[src/sv/pts_pkg.sv]
`timescale 1ns / 1ps
`default_nettype none

package pts_pkg;

    localparam int TASK_SLOTS_DEF      = 16;
    localparam int PRIORITY_LEVELS_DEF = 4;

    localparam logic [15:0] TIMESLICE_RESET = 16'd20;
    localparam logic [15:0] MIN_SLEEP       = 16'd2;

    localparam logic [2:0] OP_CREATE = 3'd0;
    localparam logic [2:0] OP_BLOCK  = 3'd1;
    localparam logic [2:0] OP_SLEEP  = 3'd2;
    localparam logic [2:0] OP_READY  = 3'd3;
    localparam logic [2:0] OP_TICK   = 3'd4;
    localparam logic [2:0] OP_SWITCH = 3'd5;
    localparam logic [2:0] OP_SCAN   = 3'd6;

    localparam logic [1:0] ST_WAITING = 2'd0;
    localparam logic [1:0] ST_READY   = 2'd1;
    localparam logic [1:0] ST_RUNNING = 2'd2;

    typedef struct packed {
        logic       status;
        logic [3:0] current_task;
        logic [3:0] result_task;
        logic       switch_request;
    } t_result;

    typedef struct packed {
        logic done;
        logic zero;
    } t_mod_sts;

endpackage

`default_nettype wire

[src/sv/pts_mod.sv]
`timescale 1ns / 1ps
`default_nettype none

// Restoring remainder unit: one dividend bit per cycle.
module pts_mod (
    input  wire logic              i_clk,
    input  wire logic              i_rst_n,
    input  wire logic              i_start,
    input  wire logic [31:0]       i_dividend,
    input  wire logic [15:0]       i_divisor,
    output pts_pkg::t_mod_sts      o_sts
);

    logic        r_busy;
    logic        r_done;
    logic [4:0]  r_cnt;
    logic [15:0] r_rem;
    logic [31:0] r_dvd;
    logic [15:0] r_div;
    logic [16:0] trial;
    logic [16:0] diff;
    logic [15:0] n_rem;

    always_comb begin
        trial = {r_rem, r_dvd[31]};
        diff  = trial - {1'b0, r_div};
        if (trial >= {1'b0, r_div}) begin
            n_rem = diff[15:0];
        end else begin
            n_rem = trial[15:0];
        end
    end

    always_ff @(posedge i_clk) begin
        if (!i_rst_n) begin
            r_busy <= 1'b0;
            r_done <= 1'b0;
            r_cnt  <= 5'd0;
        end else begin
            r_done <= 1'b0;
            if (i_start) begin
                r_busy <= 1'b1;
                r_cnt  <= 5'd0;
                r_rem  <= 16'd0;
                r_dvd  <= i_dividend;
                r_div  <= i_divisor;
            end else if (r_busy) begin
                r_rem <= n_rem;
                r_dvd <= {r_dvd[30:0], 1'b0};
                r_cnt <= r_cnt + 5'd1;
                if (r_cnt == 5'd31) begin
                    r_busy <= 1'b0;
                    r_done <= 1'b1;
                end
            end
        end
    end

    assign o_sts.done = r_done;
    assign o_sts.zero = (r_rem == 16'd0);

endmodule

`default_nettype wire

[src/sv/pts_engine.sv]
`timescale 1ns / 1ps
`default_nettype none

module pts_engine #(
    parameter int TASK_SLOTS      = pts_pkg::TASK_SLOTS_DEF,
    parameter int PRIORITY_LEVELS = pts_pkg::PRIORITY_LEVELS_DEF
) (
    input  wire logic          i_clk,
    input  wire logic          i_rst_n,
    input  wire logic          i_start,
    input  wire logic [2:0]    i_opcode,
    input  wire logic [1:0]    i_prio,
    input  wire logic [3:0]    i_tid,
    input  wire logic [15:0]   i_dur,
    input  wire logic [15:0]   i_timeslice,
    input  wire logic          i_out_free,
    output logic               o_idle,
    output logic               o_res_valid,
    output pts_pkg::t_result   o_res
);

    localparam int TW = (TASK_SLOTS > 1) ? $clog2(TASK_SLOTS) : 1;
    localparam int LW = $clog2(TASK_SLOTS + 1);
    localparam int PW = (PRIORITY_LEVELS > 1) ? $clog2(PRIORITY_LEVELS) : 1;
    localparam logic [LW-1:0] NIL = LW'(TASK_SLOTS);
    localparam logic [PW-1:0] TOP_LVL = PW'(PRIORITY_LEVELS - 1);

    localparam logic [3:0] S_IDLE   = 4'd0;
    localparam logic [3:0] S_RDPRIO = 4'd1;
    localparam logic [3:0] S_WALK   = 4'd2;
    localparam logic [3:0] S_PUSH   = 4'd3;
    localparam logic [3:0] S_SCAN   = 4'd4;
    localparam logic [3:0] S_SW0    = 4'd5;
    localparam logic [3:0] S_SW1    = 4'd6;
    localparam logic [3:0] S_SWLV   = 4'd7;
    localparam logic [3:0] S_SWSET  = 4'd8;
    localparam logic [3:0] S_MOD    = 4'd9;
    localparam logic [3:0] S_DONE   = 4'd10;

    // task table, one row per slot
    logic [1:0]    r_tb_state [TASK_SLOTS];
    logic [PW-1:0] r_tb_prio  [TASK_SLOTS];
    logic [LW-1:0] r_tb_link  [TASK_SLOTS];
    logic [31:0]   r_tb_wake  [TASK_SLOTS];

    logic [LW-1:0] r_rhead [PRIORITY_LEVELS];
    logic [LW-1:0] r_wait_head;
    logic [TW-1:0] r_run;
    logic [LW-1:0] r_count;
    logic [31:0]   r_tick;

    logic [3:0]    r_st;
    logic [TW-1:0] r_tgt;
    logic          r_list_wait;
    logic          r_is_scan;
    logic [PW-1:0] r_lvl;
    logic [LW-1:0] r_cur;
    logic [LW-1:0] r_prev;
    logic [LW-1:0] r_steps;
    logic [LW-1:0] r_nx;
    logic          r_nx_rdy;
    logic [PW-1:0] r_cur_prio;
    logic [LW-1:0] r_pick;
    logic          r_status;
    logic [TW-1:0] r_result;
    logic          r_sw;

    logic [TW-1:0] rd_addr;
    logic [1:0]    rd_state;
    logic [PW-1:0] rd_prio;
    logic [LW-1:0] rd_link;
    logic [31:0]   rd_wake;
    logic [PW-1:0] rh_addr;
    logic [LW-1:0] rh_q;
    logic [PW-1:0] p_sat;
    logic [TW+3:0] tid_ext;
    logic [TW+3:0] run_ext;
    logic [TW+3:0] res_ext;
    logic [31:0]   tick_inc;
    logic          mod_start;
    pts_pkg::t_mod_sts mod_sts;

    function automatic logic is_task(input logic [LW-1:0] v);
        return v < NIL;
    endfunction

    always_comb begin
        case (r_st)
            S_RDPRIO, S_PUSH: rd_addr = r_tgt;
            S_WALK, S_SCAN:   rd_addr = r_cur[TW-1:0];
            S_SW1:            rd_addr = r_nx[TW-1:0];
            default:          rd_addr = r_run;
        endcase
    end

    assign rd_state = r_tb_state[rd_addr];
    assign rd_prio  = r_tb_prio[rd_addr];
    assign rd_link  = r_tb_link[rd_addr];
    assign rd_wake  = r_tb_wake[rd_addr];

    always_comb begin
        if (32'(i_prio) >= PRIORITY_LEVELS) begin
            p_sat = TOP_LVL;
        end else begin
            p_sat = PW'(i_prio);
        end
    end

    always_comb begin
        case (r_st)
            S_IDLE:           rh_addr = p_sat;
            S_RDPRIO, S_PUSH: rh_addr = rd_prio;
            default:          rh_addr = r_lvl;
        endcase
    end

    assign rh_q     = r_rhead[rh_addr];
    assign tid_ext  = {{TW{1'b0}}, i_tid};
    assign tick_inc = r_tick + 32'd1;
    assign mod_start = (r_st == S_IDLE) && i_start && (i_opcode == pts_pkg::OP_TICK)
                       && (i_timeslice != 16'd0);

    pts_mod u_mod (
        .i_clk      (i_clk),
        .i_rst_n    (i_rst_n),
        .i_start    (mod_start),
        .i_dividend (tick_inc),
        .i_divisor  (i_timeslice),
        .o_sts      (mod_sts)
    );

    always_ff @(posedge i_clk) begin
        if (!i_rst_n) begin
            r_st          <= S_IDLE;
            r_tb_state[0] <= pts_pkg::ST_RUNNING;
            r_tb_prio[0]  <= '0;
            r_tb_link[0]  <= NIL;
            r_tb_wake[0]  <= 32'd0;
            for (int i = 0; i < PRIORITY_LEVELS; i++) begin
                r_rhead[i] <= NIL;
            end
            r_rhead[0]  <= '0;
            r_wait_head <= NIL;
            r_run       <= '0;
            r_count     <= LW'(1);
            r_tick      <= 32'd0;
        end else begin
            case (r_st)
                S_IDLE: begin
                    if (i_start) begin
                        r_status  <= 1'b0;
                        r_result  <= '0;
                        r_sw      <= 1'b0;
                        r_is_scan <= 1'b0;
                        r_tgt     <= r_run;
                        r_st      <= S_DONE;
                        case (i_opcode)
                            pts_pkg::OP_CREATE: begin
                                if (r_count >= NIL) begin
                                    r_status <= 1'b1;
                                end else begin
                                    r_tb_state[r_count[TW-1:0]] <= pts_pkg::ST_READY;
                                    r_tb_wake[r_count[TW-1:0]]  <= 32'd0;
                                    r_tb_prio[r_count[TW-1:0]]  <= p_sat;
                                    r_tb_link[r_count[TW-1:0]]  <= rh_q;
                                    r_rhead[p_sat] <= r_count;
                                    r_count  <= r_count + LW'(1);
                                    r_result <= r_count[TW-1:0];
                                end
                            end
                            pts_pkg::OP_BLOCK: begin
                                r_sw <= 1'b1;
                                r_st <= S_RDPRIO;
                            end
                            pts_pkg::OP_SLEEP: begin
                                if (i_dur < pts_pkg::MIN_SLEEP) begin
                                    r_status <= 1'b1;
                                end else begin
                                    r_tb_wake[r_run] <= r_tick + {16'd0, i_dur};
                                    r_sw <= 1'b1;
                                    r_st <= S_RDPRIO;
                                end
                            end
                            pts_pkg::OP_READY: begin
                                if (tid_ext >= (TW+4)'(TASK_SLOTS)) begin
                                    r_status <= 1'b1;
                                end else begin
                                    r_tgt       <= tid_ext[TW-1:0];
                                    r_list_wait <= 1'b1;
                                    r_cur       <= r_wait_head;
                                    r_prev      <= NIL;
                                    r_steps     <= '0;
                                    r_st        <= S_WALK;
                                end
                            end
                            pts_pkg::OP_TICK: begin
                                r_tick <= tick_inc;
                                if (i_timeslice != 16'd0) begin
                                    r_st <= S_MOD;
                                end
                            end
                            pts_pkg::OP_SWITCH: begin
                                r_st <= S_SW0;
                            end
                            pts_pkg::OP_SCAN: begin
                                r_status  <= 1'b1;
                                r_is_scan <= 1'b1;
                                r_cur     <= r_wait_head;
                                r_steps   <= '0;
                                r_st      <= S_SCAN;
                            end
                            default: begin
                                r_status <= 1'b1;
                            end
                        endcase
                    end
                end
                S_RDPRIO: begin
                    r_lvl       <= rd_prio;
                    r_cur       <= rh_q;
                    r_prev      <= NIL;
                    r_steps     <= '0;
                    r_list_wait <= 1'b0;
                    r_st        <= S_WALK;
                end
                S_WALK: begin
                    if (r_steps < NIL && is_task(r_cur)) begin
                        if (r_cur == LW'(r_tgt)) begin
                            if (!is_task(r_prev)) begin
                                if (r_list_wait) begin
                                    r_wait_head <= rd_link;
                                end else begin
                                    r_rhead[r_lvl] <= rd_link;
                                end
                            end else begin
                                r_tb_link[r_prev[TW-1:0]] <= rd_link;
                            end
                            r_st <= S_PUSH;
                        end else begin
                            r_prev  <= r_cur;
                            r_cur   <= rd_link;
                            r_steps <= r_steps + LW'(1);
                        end
                    end else begin
                        r_status <= 1'b1;
                        r_st     <= S_DONE;
                    end
                end
                S_PUSH: begin
                    if (r_list_wait) begin
                        // leaving the waiting list: onto the ready list of its level
                        r_tb_link[r_tgt]  <= rh_q;
                        r_rhead[rd_prio]  <= LW'(r_tgt);
                        r_tb_state[r_tgt] <= pts_pkg::ST_READY;
                        if (!r_is_scan) begin
                            r_sw <= 1'b1;
                        end
                    end else begin
                        r_tb_link[r_tgt]  <= r_wait_head;
                        r_wait_head       <= LW'(r_tgt);
                        r_tb_state[r_tgt] <= pts_pkg::ST_WAITING;
                    end
                    r_st <= S_DONE;
                end
                S_SCAN: begin
                    if (r_steps < NIL && is_task(r_cur)) begin
                        if (rd_wake != 32'd0 && rd_wake < r_tick) begin
                            r_tb_wake[r_cur[TW-1:0]] <= 32'd0;
                            r_result    <= r_cur[TW-1:0];
                            r_status    <= 1'b0;
                            r_tgt       <= r_cur[TW-1:0];
                            r_list_wait <= 1'b1;
                            r_cur       <= r_wait_head;
                            r_prev      <= NIL;
                            r_steps     <= '0;
                            r_st        <= S_WALK;
                        end else begin
                            r_cur   <= rd_link;
                            r_steps <= r_steps + LW'(1);
                        end
                    end else begin
                        r_st <= S_DONE;
                    end
                end
                S_SW0: begin
                    if (rd_state == pts_pkg::ST_RUNNING) begin
                        r_tb_state[r_run] <= pts_pkg::ST_READY;
                    end
                    r_nx       <= rd_link;
                    r_cur_prio <= rd_prio;
                    r_pick     <= LW'(r_run);
                    r_lvl      <= TOP_LVL;
                    r_st       <= S_SW1;
                end
                S_SW1: begin
                    r_nx_rdy <= is_task(r_nx) && (rd_state == pts_pkg::ST_READY);
                    r_st     <= S_SWLV;
                end
                S_SWLV: begin
                    // one priority level per cycle, highest first
                    if (r_lvl == r_cur_prio && r_nx_rdy) begin
                        r_pick <= r_nx;
                        r_st   <= S_SWSET;
                    end else if (is_task(rh_q)) begin
                        r_pick <= rh_q;
                        r_st   <= S_SWSET;
                    end else if (r_lvl == '0) begin
                        r_st <= S_SWSET;
                    end else begin
                        r_lvl <= r_lvl - PW'(1);
                    end
                end
                S_SWSET: begin
                    r_tb_state[r_pick[TW-1:0]] <= pts_pkg::ST_RUNNING;
                    r_run <= r_pick[TW-1:0];
                    r_st  <= S_DONE;
                end
                S_MOD: begin
                    if (mod_sts.done) begin
                        r_sw <= mod_sts.zero;
                        r_st <= S_DONE;
                    end
                end
                S_DONE: begin
                    if (i_out_free) begin
                        r_st <= S_IDLE;
                    end
                end
                default: begin
                    r_st <= S_IDLE;
                end
            endcase
        end
    end

    assign run_ext = {4'd0, r_run};
    assign res_ext = {4'd0, r_result};

    assign o_idle      = (r_st == S_IDLE);
    assign o_res_valid = (r_st == S_DONE);
    assign o_res.status         = r_status;
    assign o_res.current_task   = run_ext[3:0];
    assign o_res.result_task    = res_ext[3:0];
    assign o_res.switch_request = r_sw;

endmodule

`default_nettype wire

[src/sv/priority_task_scheduler.sv]
// Priority task scheduler with per-level ready lists and a waiting list.
// Input stream: one command item per handshake on the s_ side. tuser holds
// the opcode, tdata the priority, task id and sleep duration. Output stream:
// one result item per command on the m_ side (status, running task, created
// or woken task, switch request).
// The config port writes the timeslice (ticks between switch requests); it is
// to be written only while no command is in flight, and the block itself
// does not enforce this. Create, unknown opcodes and short sleeps go straight
// to the result; block, sleep and make-ready walk the affected list one link
// per cycle; scan walks the waiting list and then the removal walk; switch
// steps through the priority levels, highest first; tick runs the remainder
// unit when the timeslice is nonzero. The table has a single read port, so
// list walks advance one entry per cycle.
// One command is in flight at a time; s_tready is high while the sequencer is
// idle. A finished result sits in the output register; while the receiver
// stalls the sequencer holds the next result and takes no new command.
// Reset: task 0 runs at priority 0, tick count 0, timeslice 20, no pending item.
`timescale 1ns / 1ps
`default_nettype none

module priority_task_scheduler #(
    parameter int TASK_SLOTS      = pts_pkg::TASK_SLOTS_DEF,
    parameter int PRIORITY_LEVELS = pts_pkg::PRIORITY_LEVELS_DEF
) (
    input  wire logic        i_clk,
    input  wire logic        i_rst_n,
    input  wire logic        i_s_tvalid,
    output logic             o_s_tready,
    input  wire logic [23:0] i_s_tdata,   // priority_req[1:0], task_id[5:2], duration[21:6]
    input  wire logic [2:0]  i_s_tuser,   // opcode[2:0]
    output logic             o_m_tvalid,
    input  wire logic        i_m_tready,
    output logic [15:0]      o_m_tdata,   // status[0], current_task[4:1],
                                          // result_task[8:5], switch_request[9]
    input  wire logic        i_cfg_we,
    input  wire logic [15:0] i_cfg_wdata
);

    logic [15:0]       r_timeslice;
    logic              r_ovalid;
    logic [15:0]       r_odata;
    logic              eng_idle;
    logic              eng_valid;
    logic              out_free;
    pts_pkg::t_result  eng_res;

    assign out_free = !r_ovalid || i_m_tready;

    pts_engine #(
        .TASK_SLOTS      (TASK_SLOTS),
        .PRIORITY_LEVELS (PRIORITY_LEVELS)
    ) u_engine (
        .i_clk       (i_clk),
        .i_rst_n     (i_rst_n),
        .i_start     (i_s_tvalid),
        .i_opcode    (i_s_tuser),
        .i_prio      (i_s_tdata[1:0]),
        .i_tid       (i_s_tdata[5:2]),
        .i_dur       (i_s_tdata[21:6]),
        .i_timeslice (r_timeslice),
        .i_out_free  (out_free),
        .o_idle      (eng_idle),
        .o_res_valid (eng_valid),
        .o_res       (eng_res)
    );

    always_ff @(posedge i_clk) begin
        if (!i_rst_n) begin
            r_timeslice <= pts_pkg::TIMESLICE_RESET;
            r_ovalid    <= 1'b0;
        end else begin
            if (i_cfg_we) begin
                r_timeslice <= i_cfg_wdata;
            end
            if (eng_valid && out_free) begin
                r_ovalid <= 1'b1;
                r_odata  <= {6'd0, eng_res.switch_request, eng_res.result_task,
                             eng_res.current_task, eng_res.status};
            end else if (i_m_tready) begin
                r_ovalid <= 1'b0;
            end
        end
    end

    assign o_s_tready = eng_idle;
    assign o_m_tvalid = r_ovalid;
    assign o_m_tdata  = r_odata;

    a_busy_after_accept: assert property (@(posedge i_clk) disable iff (!i_rst_n)
        i_s_tvalid && o_s_tready |=> !o_s_tready)
        else $error("scheduler ready right after taking an item");

    a_result_held: assert property (@(posedge i_clk) disable iff (!i_rst_n)
        eng_valid && !out_free |=> eng_valid)
        else $error("finished result dropped while output stalled");

    a_out_source: assert property (@(posedge i_clk) disable iff (!i_rst_n)
        $rose(o_m_tvalid) |-> $past(eng_valid))
        else $error("output item without a finished result");

endmodule

`default_nettype wire

[config.mk]
export PLATFORM = sky130hd
export DESIGN_NAME = priority_task_scheduler
export DESIGN_NICKNAME = d
export VERILOG_FILES = /design/src/sv/pts_pkg.sv /design/src/sv/pts_mod.sv /design/src/sv/pts_engine.sv /design/src/sv/priority_task_scheduler.sv
export SDC_FILE = /design/constraint.sdc
export NUM_CORES = 1
export LEC_CHECK = 0
export BUFFER_PORTS_ARGS = -buffer_cell sky130_fd_sc_hd__buf_2
export CAP_MARGIN = 30
export CORE_MARGIN = 2
export CORE_UTILIZATION = 39
export DETAILED_ROUTE_END_ITERATION = 6
export PLACE_DENSITY = 0.59
export SETUP_SLACK_MARGIN = 0.3
export SLEW_MARGIN = 20
export SYNTH_ARGS = -nofsm -noshare
export SYNTH_HDL_FRONTEND = slang
export SYNTH_SLANG_ARGS = --single-unit
[constraint.sdc]
create_clock -name i_clk -period 15.2 [get_ports i_clk]
set_input_delay 4.56 -clock i_clk [delete_from_list [all_inputs] [get_ports i_clk]]
set_output_delay 4.56 -clock i_clk [all_outputs]
set_load 0.02 [all_outputs]
==> reports/metrics.yaml, run 1 <==
run_status:
  status: "complete, no violations"
grt:
  grt_pass1_vias: 23670
  grt_pass1_wl_um: 151800
  top_usage_layer: "met2"
  grt_max_degree: 148
  overflow: 0
  met2_usage_pct: 30.73
  grtUsageTotal_pct: 19.48
  grt_use_met3_pct: 2.594
  grtUsageMet1_pct: 28.50
  antenna_found_initial: 3
cts:
  h-tree-depth: 3
  cts_sinks: 865
  cts_setup_buffers: 0
  cts.path.max_buffers: 3
  numCtsBuffers: 94
  path_clk_slew_ps: 60
  cts_hold_buf: 0
  cts_resized: 0
  cts_tree: "yes"
  clk_latency_ps: 670
  cts_root_buffer: "clkbuf_16"
cells_and_area:
  antenna_cells: 0
  final_layout_size_suffix_gt1_share_pct: 14.03
  final_core_util_pct: 44.26
  layout.nets: 3129
  area_delta_synth_final_pct: 12.78
placement:
  gp_congestion: 0.8568
  io_buffers: 57
  dp_hpwl_um: 61160
  pre_cts_ws_ps: 6146
floorplanning:
  die_area_mm2: 0.1030
  num_rows: 116
  core_mm2: 0.09986
  start_util_pct: 39.24
  die_w_um: 321.0
  die_h_um: 321.0
  io-pin-count: 66
synth:
  synthCells: 2936
  ys_seq_area_share_pct: 64.27
  synth_most_common_cell: "edfxtp_1"
  synth_top_area_cell: "edfxtp_1"
  synth.avg_cell_area_um2: 13.35
  synth-edff-count: 786
  async_reset_ff_share_pct: 0
  yosys_warnings: 0
  syn_area_mm2: 0.03919
  synth.top_cell.area_share_pct: 60.23
  synth_ff_type: "edfxtp_1"
  yosys-top-cells-count: "786 x edfxtp_1, 376 x nand2_1, 160 x nor2_1"
  synth.distinct_cells: 91
  synth_seq_cells: 865
  synth_area_leaders: "edfxtp_1 60%, mux4_2 5.1%, dfxtp_1 4.0%"
power_and_ir_drop:
  power.leakage_uw: 0.01600
  power_frac_comb_pct: 41.8
  seqPwrFrac_pct: 32.6
  powerDensity_mw_per_mm2: 196.3
  ir_drop_mv: 0.2306
  p_sw_share_pct: 39.27
  internal_power_uw: 5269
  p_total_uw: 8677
  power.share.clock_pct: 25.6
  power.switching_uw: 3408
setup_path:
  r2r-start: "u_engine.r_st[0]"
  cp_max_fo: 69
  path_cells: "nor3_1 > o21bai_1 > a21boi_4 > buf_4 > a22oi_1 > a32oi_1 > nand3_1 > ha_1 > a21o_1 > a221o_1 > a21oi_1 > nor2b_1 > o21ai_0 > nand2b_1 > a211oi_1 > o41ai_1 > a31o_2 > a211oi_4 > buf_6 > o211ai_1 > a211oi_4 > buf_4"
  worst-setup-path-type: "flop to flop"
  crit_start: "u_engine.r_st[0]"
  reg2reg_slack_ps: 6420
  slowest_stage: "dfxtp_1"
  cpPeakStageDelay_ps: 870
  critPathCaptureType: "flop"
  cp.required_ps: 15460
  crit_path_start_kind: "flop"
  regToRegEndpoint: "u_engine.r_tb_wake[8][2]"
  cp_data_arrival_time_ps: 9040
  reg2regPathDepth: 22
sta:
  worst_pin_slew_ps: 1007
  rsz0062_at_grt: "no"
  fmax_ghz: 0.1139
  period_share_pct: 57.76
  layout_setup_ws_ps: 6420
  hold_ws_ps: 418.8
  hold_violations: 0
  relSlewSlack_pct: 32.67
  setup_violations: 0
  finalSetupTns_ps: 0
  final_max_slew_viol_count: 0
  clock_skew_ps: 54.58
  post-route-min-period_ps: 8780
route:
  initialDrtViolationCount: 2441
  wl_per_cell_um: 23.07
  ant_nets: 0
  vias_per_cell: 5.531
  first_pass_iters: 5
  drc: 0
  wl_um: 101100
  via_count: 24250
worst_hold_path:
  hold_depth: 0
  min_to: "o_m_tdata[9]"
  hp-class: "flop to flop"
  min_from: "u_engine.r_sw"
job:
  maxCapViolations: 0
## cells in the final DEF, fill, tap and decap left out, types with 13 or more instances in the layout
master | netlist | layout
edfxtp_1 | 786 | 786
nand2_1 | 376 | 375
nor2_1 | 160 | 155
a21oi_1 | 150 | 142
mux2i_1 | 128 | 128
xnor2_1 | 97 | 97
o21ai_0 | 96 | 96
nand3_1 | 95 | 95
clkbuf_16 | 0 | 94
mux4_2 | 89 | 89
inv_1 | 86 | 86
a22oi_1 | 85 | 85
dfxtp_1 | 79 | 79
ha_1 | 70 | 70
buf_4 | 16 | 68
buf_2 | 43 | 58
and2_1 | 54 | 53
nor2b_1 | 44 | 42
and3_1 | 39 | 39
nor3_1 | 34 | 34
nand4_1 | 26 | 26
nor4_1 | 27 | 26
a21o_1 | 21 | 21
clkbuf_1 | 81 | 21
clkinv_2 | 0 | 21
nand2b_1 | 20 | 19
clkinv_1 | 3 | 15
or2_2 | 13 | 13
## flip-flops by register name, summed over array words and instances (netlist names), 4 cells and up
| register | flops |
|---|---|
| u_engine.r_tb_wake | 512 |
| u_engine.r_tb_link | 80 |
| u_engine.r_tb_prio | 32 |
| u_engine.r_tb_state | 32 |
| u_engine.r_tick | 32 |
| u_engine.u_mod.r_dvd | 32 |
| u_engine.r_rhead | 20 |
| r_timeslice | 16 |
| u_engine.u_mod.r_div | 16 |
| u_engine.u_mod.r_rem | 16 |
| o_m_tdata | 10 |
| u_engine.r_count | 5 |
| u_engine.r_cur | 5 |
| u_engine.r_nx | 5 |
| u_engine.r_prev | 5 |
| u_engine.r_steps | 5 |
| u_engine.r_wait_head | 5 |
| u_engine.u_mod.r_cnt | 5 |
| u_engine.r_pick | 4 |
| u_engine.r_result | 4 |
| u_engine.r_run | 4 |
| u_engine.r_st | 4 |
| u_engine.r_tgt | 4 |
## logic make-up (layout without fill, tap and decap cells)
family                     count (synthesis)  after routing  synth area share, %
other                                      1              6             0.009569
DFF                                      865            865                64.27
and+or+nand+nor                          916            916                10.92
AOI/OAI and AO/OA                        496            496                8.359
buffers and inverters                    250            395                2.861
xor gates and xnor gates                 106            106                2.369
adders and majority gates                 72             72                2.337
muxes                                    230            230                8.883
## metal layers
metal	wire length (um)	part of all wire (%)
met5	21	0.021
met4	1992	2.0
met3	5741	5.7
met2	46950	46
met1	46430	46
## cell type report
class	count	area, um2
clock buffers	120	2500
clock inverters	53	510.5
fillers	9045	55660
inverters	90	337.8
multi-input cells	1826	13150
flip-flops and latches	865	25180
well taps	1298	1624
repair buffers	132	885.9
## critical path: cells and delay by family (launching register included)
family	cells	cell delay (ps)
compound gates	14	4720
fa+ha+maj	1	380
buf+inv	3	1650
flops	1	870
simple gates	4	620
## how the worst max path moves through the flow
stage / to / slack, ps / cells after the start
finish: u_engine.r_tb_wake[8][2] / 6420 / 22
floorplan: u_engine.r_tb_wake[0][0] / 6180 / 8
global placement: u_engine.r_tb_wake[4][16] / 5920 / 13
CTS: u_engine.r_tb_wake[8][2] / 6160 / 19
detailed placement: u_engine.r_tb_wake[8][19] / 6150 / 13
global route: u_engine.r_tb_wake[8][2] / 6050 / 20
## power groups by stage
| stage | Combinational, uW | Sequential (uW) | Clock (uW) |
|---|---|---|---|
| floorplan | 2540 | 2840 | 0 |
| global placement | 3560 | 2880 | 0 |
| detailed placement | 3590 | 2880 | 0 |
| CTS | 3600 | 2830 | 2260 |
| global route | 3920 | 2840 | 2350 |
| finish | 3630 | 2830 | 2220 |
## through the flow
stage          cells  instance area (um2)
3_5_place_dp    4197                41080
3_3_place_gp    4191                41010
5_1_grt         4384                44200
4_1_cts         4370                44090
6_report        4384                44200
2_1_floorplan   2941                39210
Power figures use the tool's default switching activity.
==> inputs of run 2 (changes only) <==
Clock period 15.2 ns to 8.1 ns, I/O delays scaled along.
==> run 2 against run 1 <==
Power up 91%. Die area unchanged. Clock power up 91%. Via count up 1.0%. Sequential share of layout area down 0.69 points. Maximum frequency up 19%. Cell count up 0.64%. Critical path depth down 2. Clock skew up 22 ps. Critical path type unchanged. Largest power group unchanged.
==> reports/metrics.yaml, run 2 (synthesis gave the netlist of run 1 again) <==
setup_path:
  crit_path_start_kind: "flop"
  critPathCaptureType: "flop"
  cp.required_ps: 8400  # -7060 ps
  cp_max_fo: 32  # -54%
  cp_data_arrival_time_ps: 7650  # -1390 ps
  reg2reg_slack_ps: 740  # -5680 ps
  worst-setup-path-type: "flop to flop"
route:
  wl_um: 102000  # +0.90%
  drc: 0  # unchanged
  ant_nets: 0  # unchanged
  first_pass_iters: 6  # +1
  vias_per_cell: 5.551  # +0.36%
  via_count: 24490  # +1.0%
  wl_per_cell_um: 23.13  # +0.26%
  initialDrtViolationCount: 2409  # -1.3%
cells_and_area:
  top_register: "u_engine.r_tb_wake"
  fin_cells: 4412  # +0.64%
  largest_register_ffs: 512  # unchanged
  antenna_cells: 0  # unchanged
  largestRegisters: "u_engine.r_tb_wake: 512 flops, u_engine.r_tb_link: 80 flops"
  layout.nets: 3158  # +0.93%
  final_cell_mix: "786 x edfxtp_1, 375 x nand2_1, 155 x nor2_1, 144 x a21oi_1, 128 x mux2i_1"
  final_area_mm2: 0.04474  # +1.2%
  final_common_cell: "edfxtp_1"
  area_delta_synth_final_pct: 14.17
  final_layout_size_suffix_gt1_share_pct: 14.42  # +0.39 points
floorplanning:
  die_h_um: 321.0  # unchanged
  core_mm2: 0.09986  # unchanged
  die_w_um: 321.0  # unchanged
  die_area_mm2: 0.1030  # unchanged
  io-pin-count: 66  # unchanged
  start_util_pct: 39.24  # unchanged
  num_rows: 116  # unchanged
sta:
  post-route-min-period_ps: 7356  # -1424 ps
  clock_skew_ps: 76.10  # +21.52 ps
  final_max_slew_viol_count: 0  # unchanged
  fmax_ghz: 0.1360  # +19%
  period_share_pct: 90.81  # +33 points
  layout_setup_ws_ps: 744.3  # -5676 ps
  finalSetupTns_ps: 0  # unchanged
  setup_violations: 0  # unchanged
  worst_pin_slew_ps: 1099  # +91.21 ps
  rsz0062_at_grt: "no"
  relSlewSlack_pct: 26.76  # -5.9 points
  hold_violations: 0  # unchanged
placement:
  place_inst: 4230  # +0.79%
  gp_congestion: 0.8583  # +0.18%
  pre_cts_ws_ps: 950.6  # -5195 ps
  placed_area_mm2: 0.04158  # +1.2%
  io_buffers: 57  # unchanged
  dp_hpwl_um: 66110  # +8.1%
worst_hold_path:
  hp-class: "flop to flop"
cts:
  cts_hold_buf: 0  # unchanged
  cts_sinks: 865  # unchanged
  cts_setup_buffers: 0  # unchanged
  h-tree-depth: 3  # unchanged
  cts_root_buffer: "clkbuf_16"
  cts_tree: "yes"
  numCtsBuffers: 94  # unchanged
  cts_resized: 0  # unchanged
  cts.path.max_buffers: 3  # unchanged
  path_clk_slew_ps: 60  # about the same
  clk_latency_ps: 700  # +30 ps
run_status:
  status: "complete, no violations"
grt:
  overflow: 0  # unchanged
  grt_pass1_vias: 24120  # +1.9%
  grt_pass1_wl_um: 152300  # +0.32%
  antenna_found_initial: 4  # +1
  grt_max_degree: 67  # -55%
  grtUsageTotal_pct: 19.58  # +0.10 points
power_and_ir_drop:
  ir_drop_mv: 0.3072  # +33%
  powerDensity_mw_per_mm2: 370.1  # +89%
  power.leakage_uw: 0.01624  # +1.5%
job:
  maxCapViolations: 0  # unchanged
[run 2: changes by cell type in the layout (fill, tap and decap cells not counted), sizes merged]
cell	previous run	this run
clkinv	41	39
clkinvlp	9	6
clkbuf	121	120
buf	131	161
bufinv	5	7
inv	88	90
[run 2: where the power goes]
part	leakage, uW	switching, uW	internal [uW]	total [uW]
Clock	0.00146	1810	2430	4230
Combinational	0.00595	4490	2510	7000
Sequential	0.00883	170	5160	5330
[run 2: worst max-delay path, cell delays in order (launching register included)]
cell,delay (ps)
dfxtp_1,750
and2_1,420
a32o_1,230
a221o_1,740
and2_2,630
buf_4,410
nand3_1,120
nand3_1,250
ha_1,300
a21o_1,160
a21o_1,220
a21oi_1,160
nor2_1,50
a211oi_1,440
o41ai_1,170
a31o_2,300
a2111oi_4,280
buf_4,330
nand2_1,300
o32ai_4,330
buf_12,320
[run 2: final cells by class]
type / count / area (um2)
clock buffer: 120 / 2502
clock inverter: 52 / 560.5
fill: 8872 / 55110
inverter: 90 / 337.8
multi-input combinational: 1826 / 13150
sequential: 865 / 25180
tap: 1298 / 1624
timing repair buffer: 161 / 1386
[run 2: layer usage]
layer | part of all wire (%) | up-vias | track usage, %
li1 | - | 11260 | -
met1 | 45 | 12360 | 27.55
met2 | 47 | 712 | 31.41
met3 | 5.8 | 153 | 2.985
met4 | 2.6 | 6 | 5.877
met5 | 0.035 | - | 0
[run 2: final timing paths]
| kind | endpoint | depth (start not counted) | from |
|---|---|---|---|
| setup / recovery | u_engine.r_tb_wake[3][3] | 20 | u_engine.r_st[2] |
| hold / removal | o_m_tdata[6] | 0 | u_engine.r_result[1] |
| setup reg to reg | u_engine.r_tb_wake[3][3] | 20 | u_engine.r_st[2] |
| hold reg to reg | o_m_tdata[6] | 0 | u_engine.r_result[1] |
[run 2: through the flow]
| stage | power, uW | utilization (%) | hold WS, ps |
|---|---|---|---|
| final | 16560 | 44.81 | 416.4 |
| after global routing | 17370 | 44.81 | 433.4 |
| after CTS | 16620 | 44.71 | 430.1 |
| after detailed placement | 12380 | 41.64 | 415.3 |
| after global placement | 12340 | 41.58 | 408.2 |
| after floorplan | 10100 | - | 400.3 |
